$ cat config.mk
export PLATFORM = sky130hd
export DESIGN_NAME = coalescing_request_ring_queue
export DESIGN_NICKNAME = d
export VERILOG_FILES = /design/src/rtl/crrq_pkg.sv /design/src/rtl/crrq_ctrl.sv /design/src/rtl/crrq_dp.sv /design/src/rtl/coalescing_request_ring_queue.sv
export SDC_FILE = /design/constraint.sdc
export NUM_CORES = 1
export LEC_CHECK = 0
export BUFFER_PORTS_ARGS = -buffer_cell sky130_fd_sc_hd__buf_4
export CAP_MARGIN = 25
export CORE_MARGIN = 3
export CORE_UTILIZATION = 55
export CTS_CLUSTER_DIAMETER = 100
export DETAILED_ROUTE_END_ITERATION = 6
export GPL_TIMING_DRIVEN = 0
export PLACE_DENSITY = 0.72
export SLEW_MARGIN = 15
export SYNTH_ARGS = -nofsm -noshare
export SYNTH_HDL_FRONTEND = slang
export SYNTH_HIERARCHICAL = 1
export SYNTH_SLANG_ARGS = --single-unit
$ cat constraint.sdc
create_clock -name clk_i -period 6.3 [get_ports clk_i]
set_input_delay 0 -clock clk_i [delete_from_list [all_inputs] [get_ports clk_i]]
set_output_delay 0 -clock clk_i [all_outputs]
set_load 0.01 [all_outputs]
$ cat src/rtl/crrq_pkg.sv
// Shared types, constants and helpers for the coalescing request ring queue.
// Used by the controller, the datapath, the top level and the checker.
package crrq_pkg;

  localparam int unsigned QUEUE_SLOTS = 16;
  localparam int unsigned IDX_W       = $clog2(QUEUE_SLOTS);
  localparam int unsigned CNT_W       = $clog2(QUEUE_SLOTS + 1);
  localparam int unsigned ID_W        = 8;
  localparam int unsigned VOL_W       = 8;
  localparam int unsigned STAT_W      = 3;
  localparam int unsigned PCNT_W      = 4;

  localparam logic [VOL_W-1:0] VOLUME_MAX = 8'd128;

  typedef enum logic [STAT_W-1:0] {
    STAT_APPENDED = 3'd0,
    STAT_MERGED   = 3'd1,
    STAT_DROPPED  = 3'd2,
    STAT_POPPED   = 3'd3,
    STAT_EMPTY    = 3'd4
  } status_e;

  typedef enum logic {
    OP_PUSH = 1'b0,
    OP_POP  = 1'b1
  } op_e;

  typedef enum logic [1:0] {
    S_IDLE,
    S_EXEC,
    S_POP
  } state_e;

  // Commands from the controller to the datapath.
  typedef struct packed {
    logic    load;
    logic    rd_en;
    logic    rd_head;
    logic    scan_adv;
    logic    finish;
    status_e status;
  } ctrl_cmd_t;

  // Status from the datapath back to the controller.
  typedef struct packed {
    logic is_pop;
    logic scan_end;
    logic cmp_vld;
    logic cmp_hit;
    logic empty;
    logic full;
  } dp_stat_t;

  function automatic logic [IDX_W-1:0] next_slot(input logic [IDX_W-1:0] idx);
    if (idx == IDX_W'(QUEUE_SLOTS - 1)) begin
      return '0;
    end else begin
      return idx + 1'b1;
    end
  endfunction

endpackage

$ cat src/rtl/crrq_ctrl.sv
// Controller state machine of the coalescing request ring queue.
// Depends on crrq_pkg for the state, command and status types.
module crrq_ctrl (
  input  logic                 clk_i,
  input  logic                 rst_ni,
  input  logic                 start_i,
  output logic                 busy_o,
  output crrq_pkg::ctrl_cmd_t  cmd_o,
  input  crrq_pkg::dp_stat_t   stat_i
);
  import crrq_pkg::*;

  state_e state_q, state_d;

  always_ff @(posedge clk_i or negedge rst_ni) begin
    if (!rst_ni) begin
      state_q <= S_IDLE;
    end else begin
      state_q <= state_d;
    end
  end

  always_comb begin
    state_d      = state_q;
    cmd_o        = '0;
    cmd_o.status = STAT_APPENDED;
    case (state_q)
      S_IDLE: begin
        if (start_i) begin
          cmd_o.load = 1'b1;
          state_d    = S_EXEC;
        end
      end
      S_EXEC: begin
        if (stat_i.is_pop) begin
          if (stat_i.empty) begin
            cmd_o.finish = 1'b1;
            cmd_o.status = STAT_EMPTY;
            state_d      = S_IDLE;
          end else begin
            cmd_o.rd_en   = 1'b1;
            cmd_o.rd_head = 1'b1;
            state_d       = S_POP;
          end
        end else if (stat_i.cmp_vld && stat_i.cmp_hit) begin
          cmd_o.finish = 1'b1;
          cmd_o.status = STAT_MERGED;
          state_d      = S_IDLE;
        end else if (stat_i.scan_end) begin
          // Every pending entry has been compared without a match.
          cmd_o.finish = 1'b1;
          cmd_o.status = stat_i.full ? STAT_DROPPED : STAT_APPENDED;
          state_d      = S_IDLE;
        end else begin
          // Read the next entry while the previous one is compared.
          cmd_o.rd_en    = 1'b1;
          cmd_o.scan_adv = 1'b1;
        end
      end
      S_POP: begin
        cmd_o.finish = 1'b1;
        cmd_o.status = STAT_POPPED;
        state_d      = S_IDLE;
      end
      default: begin
        state_d = S_IDLE;
      end
    endcase
  end

  assign busy_o = (state_q != S_IDLE);

endmodule

$ cat src/rtl/crrq_dp.sv
// Datapath of the coalescing request ring queue: entry memory, ring pointers,
// scan pointer and result register. Depends on crrq_pkg.
module crrq_dp (
  input  logic                                clk_i,
  input  logic                                rst_ni,
  input  crrq_pkg::ctrl_cmd_t                 cmd_i,
  output crrq_pkg::dp_stat_t                  stat_o,
  input  logic                                operation_i,
  input  logic [crrq_pkg::ID_W-1:0]           sound_id_i,
  input  logic [crrq_pkg::VOL_W-1:0]          volume_i,
  output logic                                done_o,
  output logic [crrq_pkg::STAT_W-1:0]         status_o,
  output logic [crrq_pkg::ID_W-1:0]           popped_id_o,
  output logic [crrq_pkg::VOL_W-1:0]          popped_volume_o,
  output logic [crrq_pkg::PCNT_W-1:0]         pending_count_o
);
  import crrq_pkg::*;

  localparam int unsigned WORD_W = ID_W + VOL_W;

  logic [WORD_W-1:0] mem [QUEUE_SLOTS];

  op_e               op_q;
  logic [ID_W-1:0]   id_q;
  logic [VOL_W-1:0]  vol_q;
  logic [VOL_W-1:0]  vol_sat;
  logic [IDX_W-1:0]  head_q, tail_q, scan_q, cmp_idx_q;
  logic [CNT_W-1:0]  cnt_q, cnt_d;
  logic              cmp_vld_q;
  logic [WORD_W-1:0] rd_q;
  logic [ID_W-1:0]   rd_id;
  logic [VOL_W-1:0]  rd_vol, vol_max;
  logic [IDX_W-1:0]  rd_addr, wr_addr;
  logic [WORD_W-1:0] wr_data;
  logic              do_append, do_merge, do_pop, wr_en;
  logic [CNT_W+PCNT_W-1:0] cnt_ext;

  logic              done_q;
  status_e           status_q;
  logic [ID_W-1:0]   pid_q;
  logic [VOL_W-1:0]  pvol_q;
  logic [PCNT_W-1:0] pcnt_q;

  assign vol_sat = (volume_i > VOLUME_MAX) ? VOLUME_MAX : volume_i;

  assign rd_id   = rd_q[WORD_W-1:VOL_W];
  assign rd_vol  = rd_q[VOL_W-1:0];
  assign vol_max = (rd_vol > vol_q) ? rd_vol : vol_q;

  assign do_append = cmd_i.finish && (cmd_i.status == STAT_APPENDED);
  assign do_merge  = cmd_i.finish && (cmd_i.status == STAT_MERGED);
  assign do_pop    = cmd_i.finish && (cmd_i.status == STAT_POPPED);
  assign wr_en     = do_append || do_merge;
  assign wr_addr   = do_append ? tail_q : cmp_idx_q;
  assign wr_data   = do_append ? {id_q, vol_q} : {rd_id, vol_max};
  assign rd_addr   = cmd_i.rd_head ? head_q : scan_q;

  always_comb begin
    cnt_d = cnt_q;
    if (do_append) begin
      cnt_d = cnt_q + 1'b1;
    end else if (do_pop) begin
      cnt_d = cnt_q - 1'b1;
    end
  end

  assign cnt_ext = {{PCNT_W{1'b0}}, cnt_d};

  always_ff @(posedge clk_i) begin
    if (wr_en) begin
      mem[wr_addr] <= wr_data;
    end
    if (cmd_i.rd_en) begin
      rd_q <= mem[rd_addr];
    end
  end

  // Item payload and compare slot.
  always_ff @(posedge clk_i) begin
    if (cmd_i.load) begin
      op_q  <= op_e'(operation_i);
      id_q  <= sound_id_i;
      vol_q <= vol_sat;
    end
    if (cmd_i.scan_adv) begin
      cmp_idx_q <= scan_q;
    end
  end

  always_ff @(posedge clk_i or negedge rst_ni) begin
    if (!rst_ni) begin
      head_q    <= '0;
      tail_q    <= '0;
      cnt_q     <= '0;
      scan_q    <= '0;
      cmp_vld_q <= 1'b0;
      done_q    <= 1'b0;
    end else begin
      cnt_q  <= cnt_d;
      done_q <= cmd_i.finish;
      if (cmd_i.load) begin
        scan_q    <= head_q;
        cmp_vld_q <= 1'b0;
      end else if (cmd_i.scan_adv) begin
        scan_q    <= next_slot(scan_q);
        cmp_vld_q <= 1'b1;
      end
      if (do_append) begin
        tail_q <= next_slot(tail_q);
      end
      if (do_pop) begin
        head_q <= next_slot(head_q);
      end
    end
  end

  always_ff @(posedge clk_i) begin
    if (cmd_i.finish) begin
      status_q <= cmd_i.status;
      pid_q    <= do_pop ? rd_id : '0;
      pvol_q   <= do_pop ? rd_vol : '0;
      pcnt_q   <= cnt_ext[PCNT_W-1:0];
    end
  end

  assign stat_o.is_pop   = (op_q == OP_POP);
  assign stat_o.scan_end = (scan_q == tail_q);
  assign stat_o.cmp_vld  = cmp_vld_q;
  assign stat_o.cmp_hit  = (rd_id == id_q);
  assign stat_o.empty    = (cnt_q == '0);
  assign stat_o.full     = (cnt_q == CNT_W'(QUEUE_SLOTS - 1));

  assign done_o          = done_q;
  assign status_o        = status_q;
  assign popped_id_o     = pid_q;
  assign popped_volume_o = pvol_q;
  assign pending_count_o = pcnt_q;

endmodule

$ cat src/rtl/coalescing_request_ring_queue.sv
// Top level of the coalescing request ring queue: controller plus datapath.
// Depends on crrq_pkg, crrq_ctrl and crrq_dp.
//
//   channel   strobe / handshake       word fields
//   --------  -----------------------  ------------------------------------------
//   request   start in, busy out       operation_i, sound_id_i, volume_i
//   result    done_o (one cycle)       status_o, popped_id_o, popped_volume_o,
//                                      pending_count_o
//
// A request is taken when start is high and busy is low; every request gives
// one result word. A push reads one pending entry per cycle from the single
// read port of the entry memory, so busy stays high until every pending entry
// has been compared, shorter when a match is found early; a pop reads the head
// entry, but a pop on an empty ring finishes without a read. The result word
// is on the ports in the first cycle with busy low, while a new request may
// already be taken. Reset clears the ring pointers and count; entry contents
// are left as they are. Results cannot be held off.
module coalescing_request_ring_queue (
  input  logic                                clk_i,
  input  logic                                rst_ni,
  input  logic                                start,
  output logic                                busy,
  input  logic                                operation_i,
  input  logic [crrq_pkg::ID_W-1:0]           sound_id_i,
  input  logic [crrq_pkg::VOL_W-1:0]          volume_i,
  output logic                                done_o,
  output logic [crrq_pkg::STAT_W-1:0]         status_o,
  output logic [crrq_pkg::ID_W-1:0]           popped_id_o,
  output logic [crrq_pkg::VOL_W-1:0]          popped_volume_o,
  output logic [crrq_pkg::PCNT_W-1:0]         pending_count_o
);
  import crrq_pkg::*;

  ctrl_cmd_t cmd;
  dp_stat_t  stat;

  crrq_ctrl u_ctrl (
    .clk_i   (clk_i),
    .rst_ni  (rst_ni),
    .start_i (start),
    .busy_o  (busy),
    .cmd_o   (cmd),
    .stat_i  (stat)
  );

  crrq_dp u_dp (
    .clk_i           (clk_i),
    .rst_ni          (rst_ni),
    .cmd_i           (cmd),
    .stat_o          (stat),
    .operation_i     (operation_i),
    .sound_id_i      (sound_id_i),
    .volume_i        (volume_i),
    .done_o          (done_o),
    .status_o        (status_o),
    .popped_id_o     (popped_id_o),
    .popped_volume_o (popped_volume_o),
    .pending_count_o (pending_count_o)
  );

endmodule

[After elaboration in Yosys (flattened, before gate mapping)]
Memories as Yosys holds them, arrays and structs flattened. A register that Yosys moved wholly into a read port is not among the register bits.
Cells that the tools add are included.
Storage, ports and cells
  register bits: 65
  memory bits (writable): 256
  input bits: 20
  output and inout bits: 25
  logic and storage cells: 84
  memories kept: 1
Memories
  u_dp.mem: words 16, bits a word 16, rd ports 1, clocked after Yosys merged registers in 1, wr ports 1, line crrq_dp.sv:21  | logic [WORD_W-1:0] mem [QUEUE_SLOTS];
Cells by class
  $add $sub $neg: 5
  order comparisons: 2
  equal/unequal tests: 12
  muxes and demuxes: 36
  reduce and logical (&&, ||, !) cells: 12
Operators by type and width (count)
  2-to-1 mux 4 bit: 11
  2-to-1 mux 16 bit: 1
  2-to-1 mux 2 bit: 7
  adder 4 x 1 -> 4 bit, second input constant: 3
  equality test 4 bit, second input constant: 3
  2-to-1 mux 1 bit: 11
  2-to-1 mux 5 bit: 2
  equality test 8 bit: 1
  greater-than comparator 8 bit: 1
  greater-than comparator 8 bit, second input constant: 1
  2-to-1 mux 8 bit: 1
  case mux 4 bit (2 select lines): 1
  nonzero test 2 bit: 3
  adder 5 x 1 -> 5 bit, second input constant: 1
  equality test 5 x 4 -> 1 bit, second input constant: 1
  logical NOT 5 bit: 1
  subtractor 5 x 1 -> 5 bit, second input constant: 1
  equality test 4 bit: 1
  logical AND 1 bit: 4
  inequality test 4 x 2 -> 1 bit, second input constant: 1
  case mux 2 bit (2 select lines): 1
  equality test 3 x 1 -> 1 bit, second input constant: 1
  equality test 3 x 2 -> 1 bit, second input constant: 1
  logical NOT 3 bit: 1
  7 further kinds: 7

[Longest topological paths before layout]
  depth after elaboration: 11
  mapped depth: 13
  depth with buffers taken out: 11

[By module]
The synthesis kept the hierarchy.
By module, submodules not included
  crrq_dp: times used 1, cells each 740, area each 13497.9 µm², seq. area each 9964.6 µm²
  crrq_ctrl: times used 1, cells each 34, area each 264.0 µm², seq. area each 50.0 µm²

[Worst setup path before layout]
OpenSTA, ideal clock, no wires.
  path type: register -> register
  start: register u_dp.scan_q[3]
  end: memory u_dp/mem[0][0] in the netlist's numbering, enable pin
  library setup time: 0.388 ns
  arrival time: 4.870 ns
  required time: 5.912 ns
  slack: 1.041 ns
  cell stages (with the launch flop): 12
  path buffers: 2
  period minus slack after synthesis: 5.259 ns
  path through: dfrtp_1 -> clkbuf_1 -> xor2_1 -> nor4_1 -> a21o_1 -> nor3_1 -> nor3b_1 -> nor3b_2 -> and2b_1 -> buf_2 -> a31oi_1 -> nor2_1
RTL lines
  from (decl): line crrq_dp.sv:27  | logic [IDX_W-1:0] head_q, tail_q, scan_q, cmp_idx_q;
  from (signal assigned): line crrq_dp.sv:102  | scan_q <= head_q;
  from (signal assigned): line crrq_dp.sv:105  | scan_q <= next_slot(scan_q);
  to (decl): line crrq_dp.sv:21

==> impl_metrics.toml <==
[clock_network]
insertion_delay_ns = 0.52
cts_tree = "yes"
tritoncts.num_buffers = 34
clkSlewWorstSetupHoldPaths_ns = 0.06
htree_levels = 2
cts-root-buf = "sky130_fd_sc_hd__clkbuf_16"
clock_sinks = 337
cts-root-to-sink-buffers = 3

[routing]
vias_cell = 5.940
dr.first_iter.drc_count = 741
postRouteWirelength_um = 28200
detailroute.via_count = 7425
dr.pass1.iters = 5
route.detailed.drc = 0
ant_nets = 0
wl_per_cell_um = 22.56

[synthesis]
largest_family_of_logic_cells_by_synthesized_area = "multiplexers"
synthSimpleGateAreaFrac_pct = 7.601
synth_xor_area_share_pct = 1.146
synth-compound-area-share_pct = 2.355
synth-edff-count = 316
top_ff_cell_synth = "sky130_fd_sc_hd__edfxtp_1"
synth.yosys.seq_area_share_pct = 72.77
syn-num-nets = 812
number_of_library_cell_types_mapped_by_synthesis = 47
post_synth_fa_ha_maj_area_fraction_pct = 1.637
synth-async-reset-ratio_pct = 6.231
synth_area_per_cell_um2 = 17.78
synth-warning-count = 6
ys_seq_elements = 337
netlist_instances = 774
yosys-mux-area-fraction_pct = 12.51
post_synth_instance_area_um2 = 13760

[layout]
post_route_cell_area_um2 = 16300
final_nets = 938
num-fill-cells = 1561
layout-area-overhead-vs-synth_pct = 18.45
count_of_non_filler_cells_in_the_finished_layout = 1250
layout-drive-gt1-share_pct = 21.60
antenna-diode-count = 0

[timing]
fin_setup_tns_ns = 0
max_freq_mhz = 227.2
timing.slew.headroom_pct = 34.01
period_needed_ns = 4.402
timing_hold_violations_final = 0
timing.final.setup_violations = 0
final_critical_path_setup_slack_ns = 1.898
rsz0062_at_grt = "false"
tcrit_tclk_final_pct = 69.88
maxSlewViolCount = 0
skew_ns = 0.02461
worst_pin_slew_ns = 0.9795

[critical_path]
crit_family = "simple AND/OR/NAND/NOR gates"
r2r_cells = 12
worst-path-max-fanout = 10
critPathCaptureType = "register"
critPathMostFrequentCell = "sky130_fd_sc_hd__nor3b_2"
critical_path.cell_chain = "clkbuf_1, xor2_1, nor4_1, a21o_1, nor3_1, nor3b_2, nor3b_2, and2b_1, buf_2, a31oi_1, nor2_2, buf_8"
reg2reg_from = "u_dp/scan_q[3]"
critical_path.n_buffers_inverters = 3
worst_path_max_delay_cell = "sky130_fd_sc_hd__nor2_2"
critical_path.startpoint_type = "register"
worstSetupPathType = "register to register"
startpoint = "u_dp/scan_q[3]"
worst-path-stages = 12
critical-path-max-stage-delay_ns = 0.58
required_ns = 6.52
cp.arrival_ns = 4.62

[pwr]
switchingPower_mw = 2.304
cell_internal_pwr_mw = 5.340
power.share.combinational_pct = 28.5
p_leak_nw = 5.736
p_clk_share_pct = 27.9
power_total_mw = 7.644
power_per_cell_area_nw_per_um2 = 468.9
peakVddDrop_mv = 0.2424
p_seq_share_pct = 43.6
switching_power_as_a_share_of_total_power_pct = 30.14

[die]
io-pin-count = 45
design.core.area_um2 = 24460
initial_core_util_pct = 56.26
core.rowCount = 57
height_of_the_die_um = 164.2
die_area_um2 = 26960
die_x_um = 164.2

[global_routing]
global_route_wire_length_before_repair_um = 43560
gr-total-overflow = 0
grt_start_max_net_pins = 22
grt_util_all_layers_pct = 21.63
antenna_found_initial = 0
vias_in_the_first_global_route = 7646

[placement]
place.gp.congestion = 0.8367
dpl-instance-area_um2 = 14800
dp_hpwl_um = 18840
place_worst_setup_slack_ns = 1.953
numPortBuffers = 44
cells_after_dpl = 1161

[flow_run]
drv.max_cap_violation_count = 0

[hold_path]
worst_hold_path_type = "input port to register"
hold_path.startpoint = "sound_id_i[2]"
min_path_cells = 2

[run_status]
outcome = "complete, no violations"
## cells by family after synthesis
logic type | after synthesis
buffers and inverters | 50
and+or+nand+nor | 223
DFF | 337
xor gates and xnor gates | 18
muxes | 77
AOI/OAI and AO/OA | 51
adders and majority gates | 18
## routing by layer
metal	vias up	track usage, %	part of all wire, %
met5	-	0	0
met2	320	36.06	50
met1	3762	28.85	40
met4	0	6.305	2.2
met3	51	4.968	7.3
li1	3292	-	-
## power by group through the flow
| stage | clock [mW] | sequential, mW | combinational, mW |
|---|---|---|---|
| 2_1_floorplan | 0 | 3.35 | 1.42 |
| 3_3_place_gp | 0 | 3.37 | 2.00 |
| 3_5_place_dp | 0 | 3.37 | 2.15 |
| 4_1_cts | 2.17 | 3.33 | 2.17 |
| 5_1_grt | 2.27 | 3.36 | 2.37 |
| 6_report | 2.13 | 3.33 | 2.18 |
## what timing repair did
item,in CTS,in global routing
resized for setup,0,0
endpoints found under the hold margin,40,0
hold buffers,26,0
buffers inserted,0,0
## cells in the mapped netlist (4+ instances only)
| library cell | instances | area [um^2] |
|---|---|---|
| sky130_fd_sc_hd__mux4_1 | 35 | 919.6 |
| sky130_fd_sc_hd__inv_1 | 17 | 63.81 |
| sky130_fd_sc_hd__buf_6 | 8 | 90.09 |
| sky130_fd_sc_hd__nand2_1 | 112 | 420.4 |
| sky130_fd_sc_hd__xor2_1 | 5 | 43.79 |
| sky130_fd_sc_hd__dfrtp_1 | 21 | 525.5 |
| sky130_fd_sc_hd__buf_2 | 11 | 55.05 |
| sky130_fd_sc_hd__edfxtp_1 | 316 | 9489 |
| sky130_fd_sc_hd__nand3_1 | 5 | 25.02 |
| sky130_fd_sc_hd__nor2b_1 | 12 | 75.07 |
| sky130_fd_sc_hd__nand2b_1 | 6 | 37.54 |
| sky130_fd_sc_hd__xnor2_1 | 13 | 113.9 |
| sky130_fd_sc_hd__nor3_1 | 5 | 25.02 |
| sky130_fd_sc_hd__a31oi_1 | 6 | 37.54 |
| sky130_fd_sc_hd__and2_1 | 16 | 100.1 |
| sky130_fd_sc_hd__o21ai_0 | 16 | 80.08 |
| sky130_fd_sc_hd__a21o_1 | 4 | 30.03 |
| sky130_fd_sc_hd__nor3b_1 | 5 | 37.54 |
| sky130_fd_sc_hd__nand4_1 | 21 | 131.4 |
| sky130_fd_sc_hd__clkbuf_1 | 11 | 41.29 |
| sky130_fd_sc_hd__ha_1 | 18 | 225.2 |
| sky130_fd_sc_hd__mux2_2 | 8 | 90.09 |
| sky130_fd_sc_hd__mux4_2 | 29 | 653.1 |
| sky130_fd_sc_hd__nor2_1 | 30 | 112.6 |
| sky130_fd_sc_hd__a21oi_1 | 9 | 45.04 |
## cells in the final DEF (no fill, tap or decap), types with 6 or more instances in the layout
master                          instances
sky130_fd_sc_hd__clkbuf_1              15
sky130_fd_sc_hd__clkbuf_16             38
sky130_fd_sc_hd__and2_1                16
sky130_fd_sc_hd__dlygate4sd3_1         26
sky130_fd_sc_hd__xnor2_1               13
sky130_fd_sc_hd__ha_1                  18
sky130_fd_sc_hd__nor2_1                14
sky130_fd_sc_hd__a21oi_1                9
sky130_fd_sc_hd__dfrtp_1               21
sky130_fd_sc_hd__inv_1                 17
sky130_fd_sc_hd__nand4_1               21
sky130_fd_sc_hd__mux4_1                35
sky130_fd_sc_hd__a31oi_1                6
sky130_fd_sc_hd__clkinv_2               7
sky130_fd_sc_hd__nor2b_1               12
sky130_fd_sc_hd__buf_8                 12
sky130_fd_sc_hd__nand2b_1               6
sky130_fd_sc_hd__nor2_2                16
sky130_fd_sc_hd__edfxtp_1             316
sky130_fd_sc_hd__buf_4                 49
sky130_fd_sc_hd__buf_6                 13
sky130_fd_sc_hd__nand2_1              112
sky130_fd_sc_hd__mux2_2                 8
sky130_fd_sc_hd__o21ai_0               15
sky130_fd_sc_hd__mux4_2                29
sky130_fd_sc_hd__buf_2                 11
## final timing paths
path / end / slack, ns
worst max-delay path: u_dp/mem[2][5] / 1.90
worst min-delay path: u_dp/id_q[2] / 0.22
worst max register to register: u_dp/mem[2][5] / 1.90
worst min register to register: u_dp/cmp_idx_q[2] / 0.45
max in group asynchronous: u_dp/tail_q[1] / 5.37
min in group asynchronous: u_dp/head_q[1] / 0.50
## cell type report
cell class	count	area, um^2	area share, %
buffer	33	209.0	1.282
sequential	337	10010	61.44
clock buffer	44	993.5	6.095
timing repair buffer	90	869.6	5.335
clock inverter	18	221.5	1.359
multi-input combinational	387	3523	21.62
tap	324	405.4	2.487
inverter	17	63.81	0.3915
## registers in the layout, indices dropped and copies added (netlist names)
| register | flops |
|---|---|
| u_dp/mem | 256 |
| u_ctrl/state_q | 2 |
| u_dp/head_q | 4 |
| u_dp/status_o | 3 |
| u_dp/tail_q | 4 |
| u_dp/cnt_q | 5 |
| u_dp/cmp_vld_q | 1 |
| u_dp/popped_volume_o | 8 |
| u_dp/scan_q | 4 |
| u_dp/op_q | 1 |
| u_dp/cmp_idx_q | 4 |
| u_dp/popped_id_o | 8 |
| u_dp/vol_q | 8 |
| u_dp/pending_count_o | 4 |
| u_dp/rd_q | 16 |
| u_dp/done_o | 1 |
| u_dp/id_q | 8 |
## metrics by stage
stage,hold WS (ns),util [%]
after floorplan,-0.2956,-
after global placement,-0.1016,59.27
after detailed placement,-0.08875,60.49
after CTS,0.1988,66.52
after global routing,0.2060,66.64
final,0.2196,66.64
Note: power is estimated with default switching activity, not from simulation.
